===== config.mk =====
export PLATFORM = sky130hd
export DESIGN_NAME = byte_stream_tokenizer
export DESIGN_NICKNAME = d
export VERILOG_FILES = /design/src/design/bst_pkg.sv /design/src/design/byte_stream_tokenizer.sv /design/src/design/bst_lexer.sv /design/src/design/bst_token_out.sv
export SDC_FILE = /design/constraint.sdc
export NUM_CORES = 1
export LEC_CHECK = 0
export ABC_AREA = 1
export BUFFER_PORTS_ARGS = -buffer_cell sky130_fd_sc_hd__buf_2
export CAP_MARGIN = 5
export CORE_ASPECT_RATIO = 1.4
export CORE_MARGIN = 2
export CORE_UTILIZATION = 40
export CTS_CLUSTER_DIAMETER = 100
export DETAILED_ROUTE_END_ITERATION = 8
export PLACE_DENSITY = 0.64
export SLEW_MARGIN = 20
export SYNTH_ARGS = -nofsm -noshare
export SYNTH_HDL_FRONTEND = slang
export SYNTH_SLANG_ARGS = --single-unit

===== constraint.sdc =====
create_clock -name i_clk -period 3.5 [get_ports i_clk]
set_input_delay 0.525 -clock i_clk [delete_from_list [all_inputs] [get_ports i_clk]]
set_output_delay 0.525 -clock i_clk [all_outputs]
set_load 0.1 [all_outputs]

===== src/design/bst_pkg.sv =====
// Shared types, character codes and lookup functions for the byte stream tokenizer.
// No dependencies; imported by every module of the block.
package bst_pkg;

    // Longest reported lexeme length; the 8-bit length field caps it at 255.
    localparam int          MAX_LEN   = 255;
    localparam int          LEN_CAP_I = (MAX_LEN < 255) ? MAX_LEN : 255;
    localparam logic [7:0]  LEN_CAP   = 8'(LEN_CAP_I);

    // Input operation codes
    localparam logic OP_CHAR  = 1'b0;
    localparam logic OP_FLUSH = 1'b1;

    // Character codes
    localparam logic [7:0] CH_TAB   = 8'h09;
    localparam logic [7:0] CH_CR    = 8'h0D;
    localparam logic [7:0] CH_SPACE = 8'h20;
    localparam logic [7:0] CH_0     = "0";
    localparam logic [7:0] CH_9     = "9";
    localparam logic [7:0] CH_LA    = "a";
    localparam logic [7:0] CH_LZ    = "z";
    localparam logic [7:0] CH_UA    = "A";
    localparam logic [7:0] CH_UZ    = "Z";
    localparam logic [7:0] CH_SEMI  = ";";
    localparam logic [7:0] CH_PLUS  = "+";
    localparam logic [7:0] CH_MINUS = "-";
    localparam logic [7:0] CH_STAR  = "*";
    localparam logic [7:0] CH_LPAR  = "(";
    localparam logic [7:0] CH_RPAR  = ")";
    localparam logic [7:0] CH_EQ    = "=";
    localparam logic [7:0] CH_E     = "e";
    localparam logic [7:0] CH_N     = "n";
    localparam logic [7:0] CH_D     = "d";
    localparam logic [7:0] CH_P     = "p";
    localparam logic [7:0] CH_R     = "r";
    localparam logic [7:0] CH_I     = "i";
    localparam logic [7:0] CH_T     = "t";

    typedef enum logic [3:0] {
        K_INT    = 4'd0,
        K_ID     = 4'd1,
        K_END    = 4'd2,
        K_PRINT  = 4'd3,
        K_SEMI   = 4'd4,
        K_PLUS   = 4'd5,
        K_MINUS  = 4'd6,
        K_MULT   = 4'd7,
        K_LPAREN = 4'd8,
        K_RPAREN = 4'd9,
        K_ASSIGN = 4'd10,
        K_ERROR  = 4'd11
    } t_kind;

    typedef enum logic [1:0] {
        RUN_NONE   = 2'd0,
        RUN_DIGIT  = 2'd1,
        RUN_LETTER = 2'd2
    } t_run_class;

    // Keyword match progress: prefix of "end" or "print" seen so far
    typedef enum logic [3:0] {
        KW_EMPTY = 4'd0,
        KW_E     = 4'd1,
        KW_EN    = 4'd2,
        KW_END   = 4'd3,
        KW_P     = 4'd4,
        KW_PR    = 4'd5,
        KW_PRI   = 4'd6,
        KW_PRIN  = 4'd7,
        KW_PRINT = 4'd8,
        KW_NONE  = 4'd15
    } t_kw;

    typedef struct packed {
        t_kind       kind;
        logic [31:0] start;
        logic [7:0]  length;
        logic [7:0]  single_char;
        logic        last;
    } t_token;

    // Up to two tokens produced by one input item
    typedef struct packed {
        t_token     tok0;
        t_token     tok1;
        logic [1:0] count;
    } t_token_pair;

    function automatic t_kw next_progress(input t_kw p, input logic [7:0] ch);
        t_kw r;
        r = KW_NONE;
        unique case (p)
            KW_EMPTY: r = (ch == CH_E) ? KW_E : ((ch == CH_P) ? KW_P : KW_NONE);
            KW_E:     r = (ch == CH_N) ? KW_EN    : KW_NONE;
            KW_EN:    r = (ch == CH_D) ? KW_END   : KW_NONE;
            KW_P:     r = (ch == CH_R) ? KW_PR    : KW_NONE;
            KW_PR:    r = (ch == CH_I) ? KW_PRI   : KW_NONE;
            KW_PRI:   r = (ch == CH_N) ? KW_PRIN  : KW_NONE;
            KW_PRIN:  r = (ch == CH_T) ? KW_PRINT : KW_NONE;
            default:  r = KW_NONE;
        endcase
        return r;
    endfunction

    function automatic t_kind punct_kind(input logic [7:0] ch);
        t_kind k;
        k = K_ERROR;
        unique case (ch)
            CH_SEMI:  k = K_SEMI;
            CH_PLUS:  k = K_PLUS;
            CH_MINUS: k = K_MINUS;
            CH_STAR:  k = K_MULT;
            CH_LPAR:  k = K_LPAREN;
            CH_RPAR:  k = K_RPAREN;
            CH_EQ:    k = K_ASSIGN;
            default:  k = K_ERROR;
        endcase
        return k;
    endfunction

endpackage


===== src/design/byte_stream_tokenizer.sv =====
// Top level of the byte stream tokenizer: input register, lexer and result register.
// Depends on bst_pkg, bst_lexer and bst_token_out.
//
//  channel | direction | handshake          | payload
//  --------+-----------+--------------------+----------------------------------------------
//  input   | in        | i_valid / o_stall  | i_op, i_char_byte
//  tokens  | out       | o_valid / i_stall  | o_token_kind, o_token_start, o_token_length,
//          |           |                    | o_single_char, o_last
//
// One character is taken per cycle while the token side does not stall and items yield at
// most one token each; an item that yields two tokens holds the result register until both
// have transferred. The first token of an item passes through the input register and then
// the result register before it is on the output.
// Synchronous active-low reset clears the run state, byte offset and all valid flags.
// A stall on the token side backs up into the input register and then raises o_stall.
module byte_stream_tokenizer (
    input  logic        i_clk,
    input  logic        i_rst_n,
    input  logic        i_valid,
    output logic        o_stall,
    input  logic        i_op,
    input  logic [7:0]  i_char_byte,
    output logic        o_valid,
    input  logic        i_stall,
    output logic [3:0]  o_token_kind,
    output logic [31:0] o_token_start,
    output logic [7:0]  o_token_length,
    output logic [7:0]  o_single_char,
    output logic        o_last
);
    import bst_pkg::*;

    logic        r_in_valid;
    logic        r_op;
    logic [7:0]  r_char;
    logic        load_ready;
    logic        fire;
    t_token_pair pair;
    t_token      token;

    assign fire    = r_in_valid && load_ready;
    assign o_stall = r_in_valid && !load_ready;

    // Input register valid flag
    always_ff @(posedge i_clk) begin
        if (!i_rst_n) begin
            r_in_valid <= 1'b0;
        end else if (!o_stall) begin
            r_in_valid <= i_valid;
        end
    end

    // Capture the input payload on transfer
    always_ff @(posedge i_clk) begin
        if (i_valid && !o_stall) begin
            r_op   <= i_op;
            r_char <= i_char_byte;
        end
    end

    bst_lexer u_lexer (
        .i_clk       (i_clk),
        .i_rst_n     (i_rst_n),
        .i_fire      (fire),
        .i_op        (r_op),
        .i_char_byte (r_char),
        .o_pair      (pair)
    );

    bst_token_out u_out (
        .i_clk        (i_clk),
        .i_rst_n      (i_rst_n),
        .i_load       (fire),
        .i_pair       (pair),
        .o_load_ready (load_ready),
        .i_stall      (i_stall),
        .o_valid      (o_valid),
        .o_token      (token)
    );

    // Unpack the head token onto the output fields
    assign o_token_kind   = token.kind;
    assign o_token_start  = token.start;
    assign o_token_length = token.length;
    assign o_single_char  = token.single_char;
    assign o_last         = token.last;

endmodule


===== src/design/bst_lexer.sv =====
// Per-character classification, run tracking and token generation.
// Depends on bst_pkg for token types, codes and keyword/punctuation lookups.
module bst_lexer (
    input  logic                 i_clk,
    input  logic                 i_rst_n,
    input  logic                 i_fire,
    input  logic                 i_op,
    input  logic [7:0]           i_char_byte,
    output bst_pkg::t_token_pair o_pair
);
    import bst_pkg::*;

    t_run_class  r_class,  n_class;
    logic [31:0] r_start,  n_start;
    logic [7:0]  r_count,  n_count;
    t_kw         r_kw,     n_kw;
    logic [31:0] r_offset, n_offset;

    logic        is_digit, is_letter, is_space;
    t_run_class  ch_class;
    t_token      run_tok, err_run_tok, char_tok;
    t_kind       run_kind;

    // Classify the incoming byte
    assign is_digit  = (i_char_byte >= CH_0) && (i_char_byte <= CH_9);
    assign is_letter = ((i_char_byte >= CH_LA) && (i_char_byte <= CH_LZ)) ||
                       ((i_char_byte >= CH_UA) && (i_char_byte <= CH_UZ));
    assign is_space  = (i_char_byte == CH_SPACE) ||
                       ((i_char_byte >= CH_TAB) && (i_char_byte <= CH_CR));
    assign ch_class  = is_digit ? RUN_DIGIT : RUN_LETTER;

    // Kind of the pending run when it ends cleanly
    always_comb begin
        if (r_class == RUN_DIGIT) begin
            run_kind = K_INT;
        end else if (r_kw == KW_END) begin
            run_kind = K_END;
        end else if (r_kw == KW_PRINT) begin
            run_kind = K_PRINT;
        end else begin
            run_kind = K_ID;
        end
    end

    // Candidate tokens
    always_comb begin
        run_tok             = '0;
        run_tok.kind        = run_kind;
        run_tok.start       = r_start;
        run_tok.length      = r_count;
        err_run_tok         = run_tok;
        err_run_tok.kind    = K_ERROR;
        char_tok            = '0;
        char_tok.kind       = (is_digit || is_letter) ? K_ERROR : punct_kind(i_char_byte);
        char_tok.start      = r_offset;
        char_tok.length     = 8'd1;
        char_tok.single_char = i_char_byte;
    end

    // Next state and emitted tokens
    always_comb begin
        n_class  = r_class;
        n_start  = r_start;
        n_count  = r_count;
        n_kw     = r_kw;
        n_offset = r_offset;
        o_pair   = '0;
        if (i_fire) begin
            if (i_op == OP_FLUSH) begin
                if (r_class != RUN_NONE) begin
                    o_pair.tok0      = run_tok;
                    o_pair.tok0.last = 1'b1;
                    o_pair.count     = 2'd1;
                    n_class = RUN_NONE;
                    n_start = '0;
                    n_count = '0;
                    n_kw    = KW_EMPTY;
                end
            end else begin
                n_offset = r_offset + 32'd1;
                if (is_space) begin
                    if (r_class != RUN_NONE) begin
                        o_pair.tok0      = run_tok;
                        o_pair.tok0.last = 1'b1;
                        o_pair.count     = 2'd1;
                        n_class = RUN_NONE;
                        n_start = '0;
                        n_count = '0;
                        n_kw    = KW_EMPTY;
                    end
                end else if (is_digit || is_letter) begin
                    if (r_class == ch_class) begin
                        // Extend the run
                        if (r_count < LEN_CAP) begin
                            n_count = r_count + 8'd1;
                        end
                        if (ch_class == RUN_LETTER) begin
                            n_kw = next_progress(r_kw, i_char_byte);
                        end
                    end else if (r_class != RUN_NONE) begin
                        // Mixed digit/letter run: error for both parts
                        o_pair.tok0      = err_run_tok;
                        o_pair.tok1      = char_tok;
                        o_pair.tok1.last = 1'b1;
                        o_pair.count     = 2'd2;
                        n_class = RUN_NONE;
                        n_start = '0;
                        n_count = '0;
                        n_kw    = KW_EMPTY;
                    end else begin
                        // Open a new run
                        n_class = ch_class;
                        n_start = r_offset;
                        n_count = 8'd1;
                        n_kw    = (ch_class == RUN_LETTER) ?
                                  next_progress(KW_EMPTY, i_char_byte) : KW_EMPTY;
                    end
                end else begin
                    // Punctuation or unknown byte
                    if (r_class != RUN_NONE) begin
                        o_pair.tok0      = run_tok;
                        o_pair.tok1      = char_tok;
                        o_pair.tok1.last = 1'b1;
                        o_pair.count     = 2'd2;
                        n_class = RUN_NONE;
                        n_start = '0;
                        n_count = '0;
                        n_kw    = KW_EMPTY;
                    end else begin
                        o_pair.tok0      = char_tok;
                        o_pair.tok0.last = 1'b1;
                        o_pair.count     = 2'd1;
                    end
                end
            end
        end
    end

    // Hold run state and byte offset
    always_ff @(posedge i_clk) begin
        if (!i_rst_n) begin
            r_class  <= RUN_NONE;
            r_start  <= '0;
            r_count  <= '0;
            r_kw     <= KW_EMPTY;
            r_offset <= '0;
        end else begin
            r_class  <= n_class;
            r_start  <= n_start;
            r_count  <= n_count;
            r_kw     <= n_kw;
            r_offset <= n_offset;
        end
    end

endmodule


===== src/design/bst_token_out.sv =====
// Result register: holds up to two tokens from one item and drains them in order.
// Depends on bst_pkg for the token and token pair types.
module bst_token_out (
    input  logic                 i_clk,
    input  logic                 i_rst_n,
    input  logic                 i_load,
    input  bst_pkg::t_token_pair i_pair,
    output logic                 o_load_ready,
    input  logic                 i_stall,
    output logic                 o_valid,
    output bst_pkg::t_token      o_token
);
    import bst_pkg::*;

    t_token     r_slot0, r_slot1;
    logic [1:0] r_left;
    logic       out_xfer;

    assign o_valid      = (r_left != 2'd0);
    assign out_xfer     = o_valid && !i_stall;
    assign o_token      = r_slot0;
    // Free when empty, or once the last held token transfers this cycle
    assign o_load_ready = (r_left == 2'd0) || ((r_left == 2'd1) && out_xfer);

    // Track tokens still to deliver
    always_ff @(posedge i_clk) begin
        if (!i_rst_n) begin
            r_left <= 2'd0;
        end else if (i_load) begin
            r_left <= i_pair.count;
        end else if (out_xfer) begin
            r_left <= r_left - 2'd1;
        end
    end

    // Load a new pair or advance the second token into the head slot
    always_ff @(posedge i_clk) begin
        if (i_load) begin
            r_slot0 <= i_pair.tok0;
            r_slot1 <= i_pair.tok1;
        end else if (out_xfer) begin
            r_slot0 <= r_slot1;
        end
    end

endmodule


# Yosys cells after proc, flatten, opt, wreduce, memory -nomap -nowiden
# Cells that the tools add are included.
# word_totals
regBits	196
out_inout_bits	55
# classes
addsub	3
n_lt_le_gt_ge	9
n_eq_ne	30
mux	58
bitwise_logic	1
n_reduce_logical	26
# op_table
operator	n
2-to-1 mux 53 bit	7
2-to-1 mux 108 bit	3
2-to-1 mux 32 bit	6
2-to-1 mux 4 bit	18
equality test 8 x 6 -> 1 bit (second input constant)	8
equality test 8 x 7 -> 1 bit (second input constant)	7
one-hot mux 4 bit (7 select lines)	2
2-to-1 mux 8 bit	6
adder 32 x 1 -> 32 bit (second input constant)	1
2-to-1 mux 2 bit	13
equality test 4 x 3 -> 1 bit (second input constant)	4
greater-or-equal comparator 8 x 7 -> 1 bit (second input constant)	2
<= comparator 8 x 7 -> 1 bit (second input constant)	2
!= test 5 x 4 -> 1 bit (second input constant)	2
logical AND 1 bit	9
adder 8 x 1 -> 8 bit (second input constant)	1
equality test 4 x 2 -> 1 bit (second input constant)	2
greater-or-equal comparator 8 x 4 -> 1 bit (second input constant)	1
greater-or-equal comparator 8 x 6 -> 1 bit (second input constant)	1
<= comparator 8 x 4 -> 1 bit (second input constant)	1
<= comparator 8 x 6 -> 1 bit (second input constant)	1
less-than comparator 8 bit (second input constant)	1
AND reduction 2 bit	4
nonzero test 2 bit	3
15 further kinds	22

# Depth between registers and ports, before layout
# logic_depth
ltp_word	11
mapped_depth	15
mapped_depth_nobuf	14

# Hierarchy
# Synthesis repeated with hierarchy kept, for this count alone.
# hier_totals
cells_unflattened	1301
area_unflattened_um2	10142.2
# modules_own_cells
mod	instances	cells_per_inst	area_each_um2	seq_area_each_um2
bst_lexer	1	979	5736.8	1561.5
bst_token_out	1	303	4075.2	3223.1
byte_stream_tokenizer	1	19	330.3	290.3

# Least setup slack after synthesis
# Ideal clock, no wire load.
# synth_timing
path_kind	reg2reg
start	register u_out.r_left[0]
end	register u_lexer.r_count[7]
setup_time_ps	125
arrival_time_ps	3393
required_time_ps	3375
path_slack_ps	-18
path_stages_with_launch	11
path_buffers	1
synth_period_minus_slack_ps	3518
path_cell_list	dfxtp_1 inv_1 ha_1 inv_1 nand2_1 nand2_2 inv_1 buf_1 nand2_2 nor2_1 nor2_1
# synth_via
elab_chain_cells	6
elab_cells_between_ends	8
cone_classes	eq/ne: 1; reduce/logical: 7
# synth_rtl
element	line	text
start: declaration	bst_token_out.sv:16	logic [1:0] r_left;
start signal: assignment	bst_token_out.sv:30	r_left <= i_pair.count;
start signal: assignment	bst_token_out.sv:32	r_left <= r_left - 2'd1;
nonzero test 2 bit	bst_token_out.sv:19	assign o_valid = (r_left != 2'd0);
net o_valid	byte_stream_tokenizer.sv:23	output logic o_valid,
logical AND 1 bit	bst_token_out.sv:20	assign out_xfer = o_valid && !i_stall;
logical AND 1 bit	bst_token_out.sv:23	assign o_load_ready = (r_left == 2'd0) || ((r_left == 2'd1) && out_xfer);
logical OR 1 bit	bst_token_out.sv:23	
logical AND 1 bit	byte_stream_tokenizer.sv:41	assign fire = r_in_valid && load_ready;
net fire	byte_stream_tokenizer.sv:37	logic fire;
AND reduction 2 bit (no line)	-	
end signal: assignment	bst_lexer.sv:150	r_count <= n_count;
end: declaration	bst_lexer.sv:15	logic [7:0] r_count, n_count;
# The timed path passes the listed nets, and every way through them passes these cells.
# A chain may end at the register's enable or synchronous reset.

# Worst setup path in the final report
# layout_timing
start	register u_out.r_left[0]
end	register u_out.r_slot0 (netlist bit u_out.o_token[26]) (data pin)
# layout_via
elab_chain_cells	6
elab_cells_between_ends	8
cone_classes	eq/ne: 1; mux: 1; reduce/logical: 6
# layout_rtl
element	line	text
nonzero test 2 bit	bst_token_out.sv:19	
logical AND 1 bit	bst_token_out.sv:20	
logical AND 1 bit	bst_token_out.sv:23	
logical OR 1 bit (*)	bst_token_out.sv:23	
logical AND 1 bit (*)	byte_stream_tokenizer.sv:41	
2-to-1 mux 53 bit (*)	bst_token_out.sv:38	if (i_load) begin
end signal: assignment	bst_token_out.sv:39	r_slot0 <= i_pair.tok0;
end signal: assignment	bst_token_out.sv:42	r_slot0 <= r_slot1;
end: declaration	bst_token_out.sv:15	t_token r_slot0, r_slot1;
# Every way passes the cells marked *; elsewhere a longest branch is shown, timed or not.

==> impl_metrics.env <==
export IMPL_status="finished clean"
export IMPL_worst_slew_pin_slew_ps=651
export IMPL_grt_pass1_vias=8212
export IMPL_vdd_ir_drop_max_mv=0.473
export IMPL_hold_violations=0
export IMPL_grt_ovfl_total=0
export IMPL_dp_hpwl_mm=17.8
export IMPL_synthDistinctLibCells=42
export IMPL_whs_path_depth=1
export IMPL_worst_path_max_fanout=22
export IMPL_rr_startpoint="u_out.r_left[0]"
export IMPL_synth_cell_area_um2=9730
export IMPL_core_area_um2=23900
export IMPL_stdcell_count=1654
export IMPL_slew_viol_final=0
export IMPL_r2r_end="u_out.o_token[26]"
export IMPL_ys_seq_area_share_pct=49.7
export IMPL_skew_ps=8.01
export IMPL_io_buffers=67
export IMPL_routedWlPerCell_um=15.5
export IMPL_setup_violations=0
export IMPL_hp_class="input port to flip-flop"
export IMPL_dpl_instance_area_um2=10300
export IMPL_grt_pass1_wl_mm=41.9
export IMPL_rsz0062_at_grt="no"
export IMPL_start_util_pct=40.7
export IMPL_required_ps=3700
export IMPL_top_usage_layer="met2"
export IMPL_num_antenna_cells=0
export IMPL_max_clock_freq_mhz=412
export IMPL_clkTransAtPathRegs_ps=70
export IMPL_min_to="r_char[1]"
export IMPL_viasPerCell=5.17
export IMPL_clk_path_buf_depth=2
export IMPL_final_util_pct=45.6
export IMPL_grt_antenna_before_repair=0
export IMPL_cts_resized=0
export IMPL_drc=0
export IMPL_yosysTopAreaCellShare_pct=33.0
export IMPL_drt_wl_total_mm=25.7
export IMPL_clk_latency_ps=440
export IMPL_cp_end_kind="flip-flop"
export IMPL_rows=67
export IMPL_power_density_nw_per_um2=701
export IMPL_met1_usage_pct=26.2
export IMPL_synthesis_nets=1299
export IMPL_hold_buffers=0
export IMPL_io_pins=68
export IMPL_die_area_um2=25600
export IMPL_yosysWarnings=0
export IMPL_die_x_um=136
export IMPL_timing_final_crit_share_pct=69.4
export IMPL_synthArstFlopShare_pct=0
export IMPL_yosysTopAreaCell="edfxtp_1"
export IMPL_area_delta_synth_final_pct=12.1
export IMPL_firstDrtPassIters=5
export IMPL_dp_cells=1622
export IMPL_reg2reg_slack_ps=1070
export IMPL_clkSinkCount=188
export IMPL_cap_violations=0
export IMPL_grtUsageTotal_pct=20.8
export IMPL_stdcell_area_um2=10900
export IMPL_ant_nets=0
export IMPL_post_cts_buffers=0
export IMPL_crit_type="flip-flop to flip-flop"
export IMPL_synth_top_flop_cell="edfxtp_1"
export IMPL_use_met2_pct=35.2
export IMPL_ys_seq_elements=188
export IMPL_syn_avg_cell_area_um2=7.59
export IMPL_clockRootBuffer="clkbuf_16"
export IMPL_grt_max_degree=55
export IMPL_met3_usage_pct=3.09
export IMPL_nNetsFinal=1348
export IMPL_power_mw=7.64
export IMPL_min_from="i_char_byte[1]"
export IMPL_worst_ep_arrival_time_ps=2630
export IMPL_place_ws_ps=998
export IMPL_place_gp_congestion=0.908
export IMPL_r2r_cells=10
export IMPL_hold_worst_slack_ps=254
export IMPL_cts_buffers=17
export IMPL_leakagePower_nw=4.43
export IMPL_worstSetupStartpointType="flip-flop"
export IMPL_drt_iter0_markers=680
export IMPL_syn_inst=1282
export IMPL_drive_gt1_share_pct=11.6
export IMPL_slew_limit_headroom_pct=56.5
export IMPL_tns_ps=0
export IMPL_synthTopCellsByArea="edfxtp_1 33%, dfxtp_1 17%, nand2_1 14%, nor2_1 7.7%, inv_1 4.7%"
export IMPL_final_setup_worst_slack_ps=1070
export IMPL_synth_edf_count=107
export IMPL_htree_levels=4
export IMPL_via_count=8547
export IMPL_tritoncts="built"
export IMPL_die_h_um=189
export IMPL_period_needed_ps=2430
## cells in the mapped netlist, types with 3 or more instances
cell type and count:
a22oi_1 12, xor2_1 18, o21ai_0 84, buf_1 7
inv_2 5, inv_1 122, nand2_1 358, buf_6 3
nor3_1 22, nand3_1 78, nor2_2 5, nand2_4 4
ha_1 4, o21ai_1 22, dfxtp_1 81, buf_2 15
o22ai_1 5, nand4_1 15, clkbuf_1 25, buf_4 5
nor2_4 3, edfxtp_1 107, nand2_2 12, a21oi_1 48
nor2_1 199
## flip-flops by register name, indices dropped and copies added, names as in the netlist
name	cells
r_op	1
u_lexer.r_count	8
r_char	8
u_out.r_left	2
u_out.o_token	53
u_lexer.r_kw	4
r_in_valid	1
u_lexer.r_offset	32
u_lexer.r_start	32
u_lexer.r_class	2
u_out.r_slot1	45
## how the worst max path moves through the flow
stage / start / to / slack [ps] / cells past startpoint
CTS: u_out.r_left[0] / u_out.o_token[24] / 1050 / 10
global route: u_out.r_left[0] / u_out.o_token[33] / 850 / 10
global placement: i_stall / u_lexer.r_offset[1] / 1040 / 9
detailed placement: i_stall / u_lexer.r_offset[1] / 1000 / 9
finish: u_out.r_left[0] / u_out.o_token[26] / 1070 / 10
floorplan: u_out.r_left[0] / r_char[0] / 110 / 8
## cell families after synthesis
| kind of cell | Yosys count | synth area share (%) |
|---|---|---|
| XOR/XNOR | 20 | 1.80 |
| adder cells (fa/ha/maj) | 4 | 0.514 |
| AND/OR/NAND/NOR | 702 | 30.0 |
| AO/OA/AOI/OAI | 182 | 10.1 |
| buffers and inverters | 186 | 7.83 |
| flip-flops | 188 | 49.7 |
## cell usage in the layout (no fill, tap or decap), types with 7 or more instances in the layout
| cell | instances |
|---|---|
| buf_2 | 67 |
| inv_2 | 7 |
| inv_1 | 120 |
| o21ai_1 | 22 |
| edfxtp_1 | 107 |
| nor3_1 | 22 |
| nand3_1 | 78 |
| xor2_1 | 18 |
| nor2_1 | 198 |
| nand2_1 | 358 |
| nand2_2 | 12 |
| o21ai_0 | 84 |
| dfxtp_1 | 81 |
| a21oi_1 | 48 |
| buf_4 | 18 |
| nand4_1 | 15 |
| clkbuf_16 | 17 |
| a22oi_1 | 12 |
## metal layers
layer,up-vias,wire (um)
met5,-,0
met3,55,1050
met4,0,846
met2,228,12600
met1,4009,11200
li1,4255,-
## cell type report
class / count / area, um^2
tap: 310 / 388
timing repair buffer: 86 / 490
inverter: 130 / 490
fill: 2370 / 13000
multi-input combinational: 908 / 4150
clock inverter: 13 / 119
clock buffer: 19 / 433
sequential: 188 / 4830
## where the power goes
group / internal, mW / leakage, nW / total (mW) / switching (mW)
Sequential: 2.80 / 1.69 / 2.99 / 0.191
Clock: 0.985 / 0.265 / 1.86 / 0.875
Combinational: 0.479 / 2.48 / 2.79 / 2.31
Total: 4.27 / 4.43 / 7.64 / 3.38
## critical path: stages, from the launching register on
cell and delay, ps:
dfxtp_1 390, inv_1 60, ha_1 210, inv_1 70
nand2_1 80, nand2_2 430, inv_2 160, nand2_2 300
inv_2 280, nand2_1 140, nand2_1 60
No activity file was read; power rests on OpenSTA's default activity.
